**src/hdl/clock_second_chance_victim_unit_macros.svh**
```systemverilog
// Assertion macros for the clock second-chance victim unit datapath.
`ifndef CLOCK_SECOND_CHANCE_VICTIM_UNIT_MACROS_SVH
`define CLOCK_SECOND_CHANCE_VICTIM_UNIT_MACROS_SVH

`ifndef NO_ASSERTIONS
// Checked property, masked while reset is high
`define CSCV_ASSERT(lbl, clk, rst, prop, msg) \
   lbl: assert property (@(posedge clk) disable iff (rst) prop) else $error(msg);
// Checked property, also during reset
`define CSCV_ASSERT_ALWAYS(lbl, clk, prop, msg) \
   lbl: assert property (@(posedge clk) prop) else $error(msg);
`else
`define CSCV_ASSERT(lbl, clk, rst, prop, msg)
`define CSCV_ASSERT_ALWAYS(lbl, clk, prop, msg)
`endif

`endif

```
**src/hdl/cscv_pkg.sv**
```systemverilog
// Shared constants and controller/datapath interface types for the victim unit.
package cscv_pkg;

   localparam int MAX_FRAMES = 64;
   localparam int FRAME_W    = $clog2(MAX_FRAMES);
   localparam int CNT_W      = FRAME_W + 1;
   localparam int STEP_W     = FRAME_W + 2;

   // Operation codes of an input word
   localparam logic OP_REFERENCE = 1'b0;
   localparam logic OP_VICTIM    = 1'b1;

   // Commands from the controller to the datapath
   typedef struct packed {
      logic ref_write;   // set the used bit of the referenced frame
      logic start;       // begin a sweep: clear step count, wrap a stale hand
      logic clear_step;  // clear used bit under the hand and advance
      logic emit;        // load the frame under the hand as victim and advance
   } cscv_cmd_type;

   // Status from the datapath to the controller
   typedef struct packed {
      logic used;        // used bit under the hand
      logic bound_hit;   // sweep has taken twice the frame count steps
      logic out_free;    // result register can take a word this cycle
   } cscv_status_type;

endpackage

```
**src/hdl/cscv_ctrl.sv**
```systemverilog
// Sequencing state machine for reference and victim-search words.
module cscv_ctrl (
   input  logic                      clock,
   input  logic                      reset,
   input  logic                      req_valid,
   output logic                      req_ready,
   input  logic                      req_operation,
   input  cscv_pkg::cscv_status_type status,
   output cscv_pkg::cscv_cmd_type    cmd
);
   import cscv_pkg::*;

   typedef enum logic [1:0] {
      ST_IDLE  = 2'b01,
      ST_SWEEP = 2'b10
   } state_type;

   state_type state_ff, state_in;

   // Next state and commands
   always_comb begin
      state_in       = state_ff;
      cmd            = '0;
      req_ready      = 1'b0;
      case (state_ff)
         ST_IDLE: begin
            req_ready = 1'b1;
            if (req_valid) begin
               if (req_operation == OP_REFERENCE) begin
                  cmd.ref_write = 1'b1;
               end else begin
                  cmd.start = 1'b1;
                  state_in  = ST_SWEEP;
               end
            end
         end
         ST_SWEEP: begin
            // a set bit gets its second chance; a clear one (or the bound) ends the sweep
            if (status.used && !status.bound_hit) begin
               cmd.clear_step = 1'b1;
            end else if (status.out_free) begin
               cmd.emit = 1'b1;
               state_in = ST_IDLE;
            end
         end
         default: begin
            state_in = ST_IDLE;
         end
      endcase
   end

   always_ff @(posedge clock) begin
      if (reset) begin
         state_ff <= ST_IDLE;
      end else begin
         state_ff <= state_in;
      end
   end

endmodule

```
**src/hdl/cscv_datapath.sv**
```systemverilog
// Used bits, hand, frame count register, step counter and result register.
`include "clock_second_chance_victim_unit_macros.svh"
module cscv_datapath (
   input  logic                              clock,
   input  logic                              reset,
   input  logic [cscv_pkg::FRAME_W-1:0]      req_frame_index,
   input  logic                              csr_valid,
   input  logic [cscv_pkg::CNT_W-1:0]        csr_frames_in_use,
   output logic                              rsp_valid,
   input  logic                              rsp_ready,
   output logic [cscv_pkg::FRAME_W-1:0]      rsp_victim_frame,
   input  cscv_pkg::cscv_cmd_type            cmd,
   output cscv_pkg::cscv_status_type         status
);
   import cscv_pkg::*;

   logic [MAX_FRAMES-1:0] used_ff, used_in;
   logic [FRAME_W-1:0]    hand_ff, hand_in;
   logic [CNT_W-1:0]      count_ff, count_in;
   logic [STEP_W-1:0]     steps_ff, steps_in;
   logic                  rsp_valid_ff, rsp_valid_in;
   logic [FRAME_W-1:0]    victim_ff, victim_in;

   logic [CNT_W-1:0]      hand_plus;
   logic [FRAME_W-1:0]    hand_next;

   // Hand advance with wrap at the frame count
   assign hand_plus = {1'b0, hand_ff} + CNT_W'(1);
   assign hand_next = (hand_plus >= count_ff) ? '0 : hand_plus[FRAME_W-1:0];

   assign status.used      = used_ff[hand_ff];
   assign status.bound_hit = (steps_ff == {count_ff, 1'b0});
   assign status.out_free  = !rsp_valid_ff || rsp_ready;

   // Frame count write, clamped to 1..MAX_FRAMES
   always_comb begin
      count_in = count_ff;
      if (csr_valid) begin
         if (csr_frames_in_use == '0) begin
            count_in = CNT_W'(1);
         end else if (csr_frames_in_use > CNT_W'(MAX_FRAMES)) begin
            count_in = CNT_W'(MAX_FRAMES);
         end else begin
            count_in = csr_frames_in_use;
         end
      end
   end

   // Used bits, hand and step count
   always_comb begin
      used_in  = used_ff;
      hand_in  = hand_ff;
      steps_in = steps_ff;
      if (cmd.ref_write && ({1'b0, req_frame_index} < count_ff)) begin
         used_in[req_frame_index] = 1'b1;
      end
      if (cmd.start) begin
         steps_in = '0;
         if ({1'b0, hand_ff} >= count_ff) begin
            hand_in = '0;
         end
      end
      if (cmd.clear_step) begin
         used_in[hand_ff] = 1'b0;
         hand_in          = hand_next;
         steps_in         = steps_ff + STEP_W'(1);
      end
      // step count goes back to zero so it stays inside the bound of a later frame count
      if (cmd.emit) begin
         hand_in  = hand_next;
         steps_in = '0;
      end
   end

   // Result register
   always_comb begin
      rsp_valid_in = rsp_valid_ff;
      victim_in    = victim_ff;
      if (rsp_valid_ff && rsp_ready) begin
         rsp_valid_in = 1'b0;
      end
      if (cmd.emit) begin
         rsp_valid_in = 1'b1;
         victim_in    = hand_ff;
      end
   end

   always_ff @(posedge clock) begin
      if (reset) begin
         used_ff      <= '0;
         hand_ff      <= '0;
         count_ff     <= CNT_W'(MAX_FRAMES);
         steps_ff     <= '0;
         rsp_valid_ff <= 1'b0;
      end else begin
         used_ff      <= used_in;
         hand_ff      <= hand_in;
         count_ff     <= count_in;
         steps_ff     <= steps_in;
         rsp_valid_ff <= rsp_valid_in;
      end
   end

   always_ff @(posedge clock) begin
      victim_ff <= victim_in;
   end

   assign rsp_valid        = rsp_valid_ff;
   assign rsp_victim_frame = victim_ff;

   `CSCV_ASSERT(a_count_range, clock, reset, (count_ff != '0) && (count_ff <= CNT_W'(MAX_FRAMES)), "frame count out of range")
   `CSCV_ASSERT(a_emit_free, clock, reset, cmd.emit |-> (!rsp_valid_ff || rsp_ready), "victim overwrote a pending result")
   `CSCV_ASSERT(a_clear_done, clock, reset, cmd.clear_step |=> !used_ff[$past(hand_ff)], "second-chance bit not cleared")
   `CSCV_ASSERT(a_step_bound, clock, reset, steps_ff <= {count_ff, 1'b0}, "sweep ran past its bound")

endmodule

```
**src/hdl/clock_second_chance_victim_unit.sv**
```systemverilog
// Clock second-chance victim unit: a reference word sets the used bit of its
// frame if in range; a victim word sweeps from the hand one frame per cycle,
// clearing set used bits (at most the frame count); emits when output is free.
// The next word is taken once the previous one is finished; a result waits in
// an output register. Synchronous reset clears all used bits, the hand and the
// result valid, and sets the frame count to 64.
module clock_second_chance_victim_unit (
   input  logic                          clock,
   input  logic                          reset,
   input  logic                          req_valid,
   output logic                          req_ready,
   input  logic                          req_operation,
   input  logic [cscv_pkg::FRAME_W-1:0]  req_frame_index,
   output logic                          rsp_valid,
   input  logic                          rsp_ready,
   output logic [cscv_pkg::FRAME_W-1:0]  rsp_victim_frame,
   input  logic                          csr_valid,
   output logic                          csr_ready,
   input  logic [cscv_pkg::CNT_W-1:0]    csr_frames_in_use
);
   import cscv_pkg::*;

   cscv_cmd_type    cmd;
   cscv_status_type status;

   assign csr_ready = 1'b1;

   // Sequencer
   cscv_ctrl u_ctrl (
      .clock         (clock),
      .reset         (reset),
      .req_valid     (req_valid),
      .req_ready     (req_ready),
      .req_operation (req_operation),
      .status        (status),
      .cmd           (cmd)
   );

   // Frame state and result register
   cscv_datapath u_datapath (
      .clock             (clock),
      .reset             (reset),
      .req_frame_index   (req_frame_index),
      .csr_valid         (csr_valid),
      .csr_frames_in_use (csr_frames_in_use),
      .rsp_valid         (rsp_valid),
      .rsp_ready         (rsp_ready),
      .rsp_victim_frame  (rsp_victim_frame),
      .cmd               (cmd),
      .status            (status)
   );

endmodule

```
**config.mk**
```make
export PLATFORM = sky130hd
export DESIGN_NAME = clock_second_chance_victim_unit
export DESIGN_NICKNAME = d
export VERILOG_FILES = /design/src/hdl/cscv_pkg.sv /design/src/hdl/cscv_ctrl.sv /design/src/hdl/cscv_datapath.sv /design/src/hdl/clock_second_chance_victim_unit.sv
export VERILOG_INCLUDE_DIRS = /design/src /design/src/hdl
export SDC_FILE = /design/constraint.sdc
export NUM_CORES = 1
export LEC_CHECK = 0
export BUFFER_PORTS_ARGS = -buffer_cell sky130_fd_sc_hd__buf_4
export CAP_MARGIN = 40
export CORE_UTILIZATION = 45
export CTS_BUF_LIST = sky130_fd_sc_hd__clkbuf_8
export DETAILED_ROUTE_END_ITERATION = 8
export SETUP_SLACK_MARGIN = 0.1
export SYNTH_ARGS = -nofsm -noshare
export SYNTH_HDL_FRONTEND = slang
export SYNTH_SLANG_ARGS = --single-unit
```
**constraint.sdc**
```tcl
create_clock -name clock -period 2.8 [get_ports clock]
set_clock_uncertainty 0.15 [all_clocks]
set_input_delay 0.56 -clock clock [delete_from_list [all_inputs] [get_ports clock]]
set_output_delay 0.56 -clock clock [all_outputs]
set_load 0.005 [all_outputs]
```
==> results of run 1 <==
==> kinds of logic (layout without fill, tap and decap cells) <==
logic type / count (synthesis) / count (layout)
adder cells (fa/ha/maj): 20 / 20
XOR/XNOR: 10 / 10
buffers and inverters: 67 / 129
other: 1 / 1
multiplexers: 22 / 22
flip-flops: 94 / 94
AO/OA/AOI/OAI: 140 / 140
AND/OR/NAND/NOR: 263 / 263
==> synth_stat cells, types with 5 or more instances <==
library cell | n | share of area [%]
buf_2 | 6 | 0.56
nor3_1 | 106 | 9.9
clkbuf_1 | 25 | 1.8
inv_1 | 17 | 1.2
nor4_1 | 15 | 1.8
nand2_1 | 28 | 2.0
nand3_1 | 11 | 1.0
and3_1 | 5 | 0.59
nor2_1 | 26 | 1.8
xor2_1 | 9 | 1.5
ha_1 | 20 | 4.7
a21oi_1 | 16 | 1.5
o21ai_0 | 7 | 0.66
nand2b_1 | 10 | 1.2
o22ai_1 | 7 | 0.82
edfxtp_1 | 6 | 3.4
nor3_2 | 21 | 3.9
buf_4 | 10 | 1.4
a21o_1 | 7 | 0.98
mux2i_1 | 18 | 3.4
nor2b_1 | 9 | 1.1
dfxtp_1 | 88 | 33
a31oi_1 | 66 | 7.7
==> tightest hold or removal path, stage by stage <==
cell and delay, ns:
buf_4 0.08, a2bb2oi_1 0.06, nor2_1 0.08
==> metrics by stage <==
step	power [mW]	hold WS, ns	setup WS, ns	TNS (ns)
finish	2.875	0.2929	0.02540	0
global route	2.951	0.2947	-0.08601	-0.8528
CTS	2.873	0.2831	0.06616	0
detailed placement	1.588	0.3346	-0.1389	-0.5873
global placement	1.585	0.3272	-0.01988	-0.03531
floorplan	1.505	0.2789	0.09928	0
==> power by group <==
part	total, mW	switching [mW]	internal (mW)
combinational	0.206	0.134	0.0726
clock	1.31	0.526	0.780
sequential	1.36	0.00850	1.35
total	2.87	0.668	2.21
==> flip-flops by register name (all words and copies together), names as in the netlist <==
register / count
u_datapath.used_ff: 64
u_datapath.steps_ff: 8
u_datapath.count_ff: 7
u_datapath.hand_ff: 6
u_datapath.rsp_victim_frame: 6
u_ctrl.state_ff: 2
u_datapath.rsp_valid: 1
==> routing by layer <==
| layer | track usage (%) | wire length (µm) |
|---|---|---|
| met1 | 40.47 | 8197 |
| met2 | 40.63 | 8630 |
| met3 | 4.483 | 1556 |
| met4 | 9.132 | 396 |
| met5 | 0 | 0 |
==> layout make-up <==
cell class	count	share of cell area, %
clock buffers	9	1.721
inverters	18	0.9910
clock inverters	7	2.347
repair buffers	95	13.63
well taps	143	2.486
flip-flops and latches	94	27.14
multi-input cells	456	51.69
==> path summary, 6_finish.rpt <==
check,cells past startpoint,startpoint,to,slack (ns)
hold / removal,3,csr_frames_in_use[5],u_datapath.count_ff[5]$_SDFFE_PP0P_,0.29
setup / recovery,9,u_datapath.hand_ff[1]$_SDFFE_PP0P_,u_datapath.hand_ff[0]$_SDFFE_PP0P_,0.03
hold reg to reg,2,u_datapath.steps_ff[5]$_SDFFE_PP0P_,u_datapath.steps_ff[5]$_SDFFE_PP0P_,0.39
setup reg to reg,9,u_datapath.hand_ff[1]$_SDFFE_PP0P_,u_datapath.hand_ff[0]$_SDFFE_PP0P_,0.03
==> repair_timing <==
action	in CTS	in global routing
hold endpoints to repair	0	0
setup buffers	0	10
gates resized for setup	4	135
setup endpoints to repair	40	77
pin swaps	0	83
gates cloned	0	11
==> impl_metrics.py, run 1 <==
metrics = {
    "flow_run": {
        "maxCapViolCount": 0,
    },
    "clock_network": {
        "cts_tree": "built",
        "clock-root-buffer": "clkbuf_8",
        "clock_sinks": 94,
        "htree_levels": 3,
        "clock_path_buffers": 2,
        "hold_buffers": 0,
        "cts_inserted_buffers": 9,
        "clk_latency_ns": 0.38,
        "clk_pin_slew_ns": 0.09,
    },
    "critical_path": {
        "path_delay_family": "compound AO/OA/AOI/OAI gates",
        "critPathLaunchType": "flip-flop",
        "cpMostUsedCell": "buf_12",
        "worstSetupPathType": "reg -> reg",
        "path_buf_inv": 2,
        "cp_max_fo": 9,
        "required_ns": 2.92,
        "slowest_delay_ns": 0.53,
        "crit_path_end_kind": "flip-flop",
        "path_cells": "buf_12 -> or2b_1 -> o22ai_1 -> or4_4 -> a311oi_4 -> a31oi_4 -> buf_12 -> o211a_1 -> mux2_2",
        "crit_arrival_ns": 2.89,
        "critPathSlowestCell": "or4_4",
    },
    "status": {
        "status": "finished with violations",
        "violations": "design-rule violations",
    },
    "die": {
        "io_pins": 28,
        "core-area_um2": 11520,
        "die_y_um": 111.0,
        "dieArea_um2": 12320,
        "placementRows": 39,
        "die_w_um": 111.0,
        "start_util_pct": 46.40,
    },
    "synth": {
        "avgSynthCellArea_um2": 8.661,
        "synth.distinct_cells": 71,
        "async_flop_share_pct": 0,
        "synth_seq_cells": 94,
        "ys.flop_type": "dfxtp_1",
        "synth_compound_area_share_pct": 18.12,
        "ys_warn_count": 0,
        "syn-instance-count": 617,
        "synth_top_family_by_area": "simple AND/OR/NAND/NOR gates",
        "yosysSeqAreaShare_pct": 36.34,
        "synth_fp_nets": 656,
        "synthMuxAreaShare_pct": 4.425,
        "synth-edff-count": 6,
        "synth_area_um2": 5344,
        "synth-simple-area-share_pct": 28.10,
        "synth_fa_ha_area_share_pct": 4.683,
        "synthXorXnorAreaFrac_pct": 1.639,
    },
    "global_route": {
        "gr-usage-all-layers_pct": 27.54,
        "grt_pass1_wl_mm": 26.45,
        "antenna_found_initial": 0,
        "grt_max_degree": 65,
        "grt_pass1_vias": 4702,
        "grt-ovfl-total": 0,
    },
    "sta": {
        "worst_pin_slew_ns": 0.8171,
        "post-route-min-period_ns": 2.775,
        "post-route-period-util_pct": 99.09,
        "finalSetupViolCount": 0,
        "max_freq_mhz": 360.4,
        "slew_headroom_pct": 45.02,
        "drv_slew": 0,
        "finalHoldViolations": 0,
        "rsz0062_at_grt": "true",
    },
    "detailed_routing": {
        "drt_first_iter_violations": 591,
        "antenna_left": 0,
        "wirelength_mm": 18.78,
        "wl_per_cell_um": 22.85,
        "dr.pass1.iters": 7,
        "drcViolationCount": 4,
        "via_per_inst": 6.499,
        "num_vias": 5342,
    },
    "hold_path": {
        "hold_path_class": "in -> reg",
    },
    "finish": {
        "post-route-util_pct": 62.49,
        "mostFrequentLayoutCell": "dfxtp_1",
        "fin_nets": 713,
        "drive_gt1_share_pct": 35.20,
        "final_area_um2": 7197,
        "final.fill_count": 960,
        "seq_area_um2": 1953,
        "mostFrequentLayoutCells": "dfxtp_1 (85), buf_4 (71), a31oi_1 (66), nor3_2 (57), nor3_1 (44)",
        "stdcell_count": 822,
        "diodes": 0,
        "multi_input_area_um2": 3720,
        "syn_to_final_growth_pct": 34.68,
    },
    "place": {
        "portBuffers": 26,
        "place_congestion": 0.9181,
        "dp_cells": 785,
        "placed_area_um2": 5879,
        "post-dp-hpwl_mm": 11.68,
    },
    "power": {
        "leakage_nw": 2.696,
        "p_per_area_nw_per_um2": 399.4,
        "peakVddDrop_uv": 291.9,
    },
}
No activity file was read; power rests on OpenSTA's default activity.
==> inputs of run 2 (changes only) <==
Clock period 2.8 ns to 3.5 ns, I/O delays scaled along.
==> run 2 against run 1 <==
  * The run still ends with design-rule violations left
  * Sequential power fell by 20%
  * Clock power is 44% lower
  * Sequential cell count unchanged
  * Cell area shrank 19%
  * Non-clock buffer count shrank 50
  * Wire length down 14%
  * Register-to-register slack better by 0.34 ns
  * First-iteration DRC count down 19%
  * Total power decreased by 31%
  * Setup slack gained 0.34 ns
  * Largest power group unchanged
  * Highest routed layer unchanged
==> impl_metrics.py, run 2 (same netlist as run 1, synthesis figures left out) <==
metrics = {
    "status": {
        "status": "finished with violations",
        "violations": "design-rule violations",
    },
    "clock_network": {
        "clock_sinks": 94,
        "htree_levels": 3,
        "clk_latency_ns": 0.37,
        "cts_tree": "built",
        "cts_resized": 0,
        "postCtsSetupBuffers": 0,
        "hold_buffers": 0,
        "clock_path_buffers": 2,
        "clk_pin_slew_ns": 0.09,
        "cts_inserted_buffers": 9,
        "clock-root-buffer": "clkbuf_8",
    },
    "critical_path": {
        "required_ns": 3.64,
        "crit_arrival_ns": 3.27,
        "path_delay_family": "simple AND/OR/NAND/NOR gates",
        "critPathLaunchType": "flip-flop",
        "path_cells": "buf_4 -> nand2b_1 -> nor2_1 -> or4_4 -> a311oi_4 -> a31oi_4 -> nand2_4 -> buf_12 -> nor3_1 -> nor3_1",
        "critPathSlowestCell": "dfxtp_2",
        "crit_path_end_kind": "flip-flop",
        "slowest_delay_ns": 0.51,
        "cp_max_fo": 64,
        "worstSetupPathType": "reg -> reg",
        "path_buf_inv": 2,
        "cpMostUsedCell": "nor3_1",
    },
    "die": {
        "core-area_um2": 11520,
        "die_y_um": 111.0,
        "start_util_pct": 46.40,
        "io_pins": 28,
        "die_w_um": 111.0,
        "placementRows": 39,
        "dieArea_um2": 12320,
    },
    "place": {
        "post-dp-hpwl_mm": 11.33,
        "post-place-ws_ns": 0.2408,
        "portBuffers": 26,
        "place_congestion": 0.9386,
    },
    "finish": {
        "post-route-util_pct": 50.59,
        "fin_nets": 663,
        "largest_reg_flops": 64,
        "mostFrequentLayoutCells": "nor3_1 (105), dfxtp_1 (85), a31oi_1 (66), buf_4 (43), nand2_1 (28)",
        "syn_to_final_growth_pct": 9.014,
        "drive_gt1_share_pct": 17.17,
        "largestRegisters": "u_datapath.used_ff (64), u_datapath.steps_ff (8), u_datapath.count_ff (7)",
        "mostFrequentLayoutCell": "nor3_1",
        "diodes": 0,
        "max_flop_register": "u_datapath.used_ff",
    },
    "global_route": {
        "grt-ovfl-total": 0,
        "grt_pass1_vias": 4675,
        "grtUsageMet2_pct": 41.13,
        "grt_pass1_wl_mm": 25.80,
        "busiest_layer": "met2",
        "antenna_found_initial": 0,
        "gr-usage-all-layers_pct": 26.77,
        "gr-usage-met3_pct": 4.210,
        "grt_max_degree": 73,
        "met1_usage_pct": 38.69,
    },
    "power": {
        "internal_power_mw": 1.484,
        "combinationalPowerShare_pct": 7.4,
        "seq_power_share_pct": 55.3,
        "p_per_area_nw_per_um2": 339.2,
        "peakVddDrop_uv": 208.2,
        "clkPwrFrac_pct": 37.3,
        "p_sw_share_pct": 24.92,
        "p_sw_mw": 0.4924,
        "leakage_nw": 2.031,
    },
    "sta": {
        "drv_slew": 0,
        "slew_headroom_pct": 39.60,
        "post-route-min-period_ns": 3.131,
        "finalHoldViolations": 0,
        "final.setup.worst_slack_ns": 0.3694,
        "max_freq_mhz": 319.4,
        "finalSetupViolCount": 0,
        "worst_pin_slew_ns": 0.8977,
        "tns_ns": 0,
        "post-route-period-util_pct": 89.45,
        "rsz0062_at_grt": "false",
    },
    "detailed_routing": {
        "wl_per_cell_um": 20.86,
        "drcViolationCount": 2,
        "antenna_left": 0,
        "drt_first_iter_violations": 479,
        "dr.pass1.iters": 7,
        "num_vias": 4842,
        "wirelength_mm": 16.11,
        "via_per_inst": 6.272,
    },
    "hold_path": {
        "hold_path_class": "reg -> reg",
    },
    "flow_run": {
        "maxCapViolCount": 0,
    },
}
## run 2: layout make-up
cell class	instances	area [µm²]
inverter	18	71.32
tap	143	178.9
clock inverter	6	62.56
fill	1096	5690
sequential	94	1948
multi-input combinational	456	3064
clock buffer	10	137.6
timing repair buffer	45	362.8
## run 2: per-layer routing
metal  up-vias  part of all wire [%]
met5         -                     0
li1       2325                     -
met4         0                   1.6
met3        21                   6.2
met1      2335                    47
met2       161                    46
## run 2: per-stage QoR
step,instances,area [µm²],power [mW],hold WS (ns)
after floorplan,617,5344,1.204,0.2789
after global placement,756,5617,1.261,0.3292
after detailed placement,756,5617,1.263,0.3471
after CTS,772,5817,1.992,0.3681
after global routing,772,5826,2.054,0.3815
final,772,5826,1.976,0.3629
## run 2: path summary, 6_finish.rpt
check,startpoint,to,slack (ns),depth (start not counted)
max,u_datapath.hand_ff[1]$_SDFFE_PP0P_,u_datapath.used_ff[20]$_SDFF_PP0_,0.37,10
min reg2reg,u_datapath.used_ff[6]$_SDFF_PP0_,u_datapath.used_ff[6]$_SDFF_PP0_,0.36,2
min,u_datapath.used_ff[6]$_SDFF_PP0_,u_datapath.used_ff[6]$_SDFF_PP0_,0.36,2
max reg2reg,u_datapath.hand_ff[1]$_SDFFE_PP0P_,u_datapath.used_ff[20]$_SDFF_PP0_,0.37,10
## run 2: power by group through the flow
stage               Combinational, mW  Clock [mW]  Sequential (mW)
finish                          0.146       0.738             1.09
global route                    0.160       0.800             1.09
CTS                             0.145       0.754             1.09
detailed placement              0.144           0             1.12
global placement                0.143           0             1.12
floorplan                      0.0890           0             1.11
## run 2: tightest hold or removal path, delay by kind of cell, from the launching register on
| family | cells | cell delay (ns) |
|---|---|---|
| flops | 1 | 0.34 |
| compound gates | 1 | 0.05 |
| simple gates | 1 | 0.08 |
==> inputs of run 3 (changes only) <==
Settings changed: REMOVE_ABC_BUFFERS set to 1.
==> run 3 against run 2 <==
  * The flow still finishes with violations (design-rule violations)
  * Die area is the same
  * Combinational power is 3% higher
  * Clock power grew 12%
  * Count of clock-buffer cells in the layout did not move
  * Critical path type unchanged
  * Largest power group unchanged
==> impl_metrics.py, run 3 (same netlist as run 1, synthesis figures left out) <==
metrics = {
    "finish": {
        "syn_to_final_growth_pct": 9.787,
        "seq_area_um2": 1943,
        "max_flop_register": "u_datapath.used_ff",
        "final.fill_count": 1122,
        "post-route-util_pct": 50.95,
        "mostFrequentLayoutCells": "nor3_1 (105), dfxtp_1 (87), a31oi_1 (66), buf_4 (44), nand2_1 (28)",
        "fin_nets": 665,
        "largest_reg_flops": 64,
        "largestRegisters": "u_datapath.used_ff (64), u_datapath.steps_ff (8), u_datapath.count_ff (7)",
        "diodes": 0,
        "drive_gt1_share_pct": 17.12,
        "multi_input_area_um2": 3064,
        "mostFrequentLayoutCell": "nor3_1",
    },
    "die": {
        "core-area_um2": 11520,
        "die_w_um": 111.0,
        "io_pins": 28,
        "placementRows": 39,
        "die_y_um": 111.0,
        "start_util_pct": 46.40,
        "dieArea_um2": 12320,
    },
    "power": {
        "combinationalPowerShare_pct": 7.3,
        "internal_power_mw": 1.556,
        "seq_power_share_pct": 52.8,
        "p_per_area_nw_per_um2": 353.0,
        "p_sw_share_pct": 24.85,
        "clkPwrFrac_pct": 39.9,
        "p_sw_mw": 0.5148,
        "leakage_nw": 2.049,
        "peakVddDrop_uv": 229.9,
    },
    "critical_path": {
        "crit_path_end_kind": "flip-flop",
        "critPathSlowestCell": "or4_4",
        "required_ns": 3.66,
        "path_delay_family": "simple AND/OR/NAND/NOR gates",
        "cp_max_fo": 32,
        "path_buf_inv": 2,
        "slowest_delay_ns": 0.53,
        "critPathLaunchType": "flip-flop",
        "path_cells": "buf_4 -> mux2i_1 -> o22ai_1 -> or4_4 -> a311oi_4 -> a31oi_4 -> nand2_4 -> buf_4 -> nor3_1 -> nor3_1",
        "crit_arrival_ns": 3.34,
        "worstSetupPathType": "reg -> reg",
    },
    "clock_network": {
        "clk_pin_slew_ns": 0.10,
        "clock_path_buffers": 2,
        "postCtsSetupBuffers": 0,
        "clock_sinks": 94,
        "clock-root-buffer": "clkbuf_8",
        "clk_latency_ns": 0.39,
        "htree_levels": 3,
        "cts_inserted_buffers": 9,
        "cts_tree": "built",
    },
    "detailed_routing": {
        "wl_met1_mm": 7.490,
        "antenna_left": 0,
        "wirelength_mm": 17.02,
        "dr_wl_met2_mm": 7.849,
        "routed.top_layer": "met4",
        "drt_first_iter_violations": 511,
        "via_per_inst": 6.459,
        "num_vias": 4999,
        "drcViolationCount": 10,
        "dr_wl_met3_um": 824,
        "wl_per_cell_um": 21.98,
        "dr.pass1.iters": 7,
    },
    "sta": {
        "drv_slew": 0,
        "post-route-period-util_pct": 91.05,
        "tns_ns": 0,
        "worst_pin_slew_ns": 0.9317,
        "post-route-min-period_ns": 3.187,
        "slew_headroom_pct": 37.31,
        "rsz0062_at_grt": "false",
        "finalHoldViolations": 0,
        "whs_ns": 0.3623,
        "max_freq_mhz": 313.8,
        "finalSetupViolCount": 0,
    },
    "global_route": {
        "antenna_found_initial": 0,
        "grt_pass1_vias": 4824,
        "grt_max_degree": 65,
        "grt_pass1_wl_mm": 26.56,
        "grt-ovfl-total": 0,
        "gr-usage-all-layers_pct": 28.10,
    },
    "flow_run": {
        "maxCapViolCount": 0,
    },
    "place": {
        "portBuffers": 26,
        "place_congestion": 0.9337,
        "post-dp-hpwl_mm": 11.91,
    },
    "hold_path": {
        "hold_path_class": "reg -> reg",
    },
    "status": {
        "violations": "design-rule violations",
        "status": "finished with violations",
    },
}
## run 3: changes by cell type in the layout (fill, tap and decap cells not counted), sizes merged
cell / delta
buf: +2
bufinv: +1
clkinv: +2
clkinvlp: -1
inv: -2
## run 3: routing by layer
layer	vias to the layer above	track usage (%)
met4	0	18.63
li1	2332	-
met5	-	0
met2	197	44.07
met3	52	3.827
met1	2418	36.16
## run 3: area by class of cell
type                            instances  area share [%]
Clock inverter                          6           1.450
Tap cell                              143           3.050
Clock buffer                           10           2.346
Inverter                               18           1.152
Multi-Input combinational cell        456           52.23
Sequential cell                        94           33.12
Timing Repair Buffer                   47           6.654
## run 3: path summary, 6_finish.rpt
path	start	end	slack (ns)	cells after the start
hold reg to reg	u_datapath.used_ff[3]$_SDFF_PP0_	u_datapath.used_ff[3]$_SDFF_PP0_	0.36	2
setup reg to reg	u_datapath.hand_ff[2]$_SDFFE_PP0P_	u_datapath.used_ff[60]$_SDFF_PP0_	0.31	10
hold / removal	u_datapath.used_ff[3]$_SDFF_PP0_	u_datapath.used_ff[3]$_SDFF_PP0_	0.36	2
setup / recovery	u_datapath.hand_ff[2]$_SDFFE_PP0P_	u_datapath.used_ff[60]$_SDFF_PP0_	0.31	10
## run 3: metrics by stage
| step | area [µm²] | setup slack (ns) | power, mW | std cells |
|---|---|---|---|---|
| 2_1_floorplan | 5057 | -0.1215 | 1.184 | 568 |
| 6_report | 5867 | 0.3132 | 2.071 | 774 |
| 4_1_cts | 5866 | 0.1590 | 2.089 | 774 |
| 5_1_grt | 5867 | 0.1060 | 2.137 | 774 |
| 3_5_place_dp | 5643 | 0.1737 | 1.268 | 758 |
| 3_3_place_gp | 5643 | 0.2486 | 1.264 | 758 |
## run 3: what timing repair did
item	4_1_cts	5_1_grt
gates resized for setup	0	1
endpoints found under the setup margin	0	34
hold buffers	0	0
## run 3: worst min-delay path, stage by stage (launching register included)
cell and delay [ns]:
dfxtp_1 0.34, a31oi_1 0.05, nor3_2 0.09
## run 3: power groups by stage
stage          clock network (mW)  registers, mW  logic, mW
5_1_grt                     0.879           1.09      0.164
2_1_floorplan                   0           1.12     0.0692
6_report                    0.827           1.09      0.151
3_5_place_dp                    0           1.12      0.149
3_3_place_gp                    0           1.12      0.146
4_1_cts                     0.845           1.09      0.150
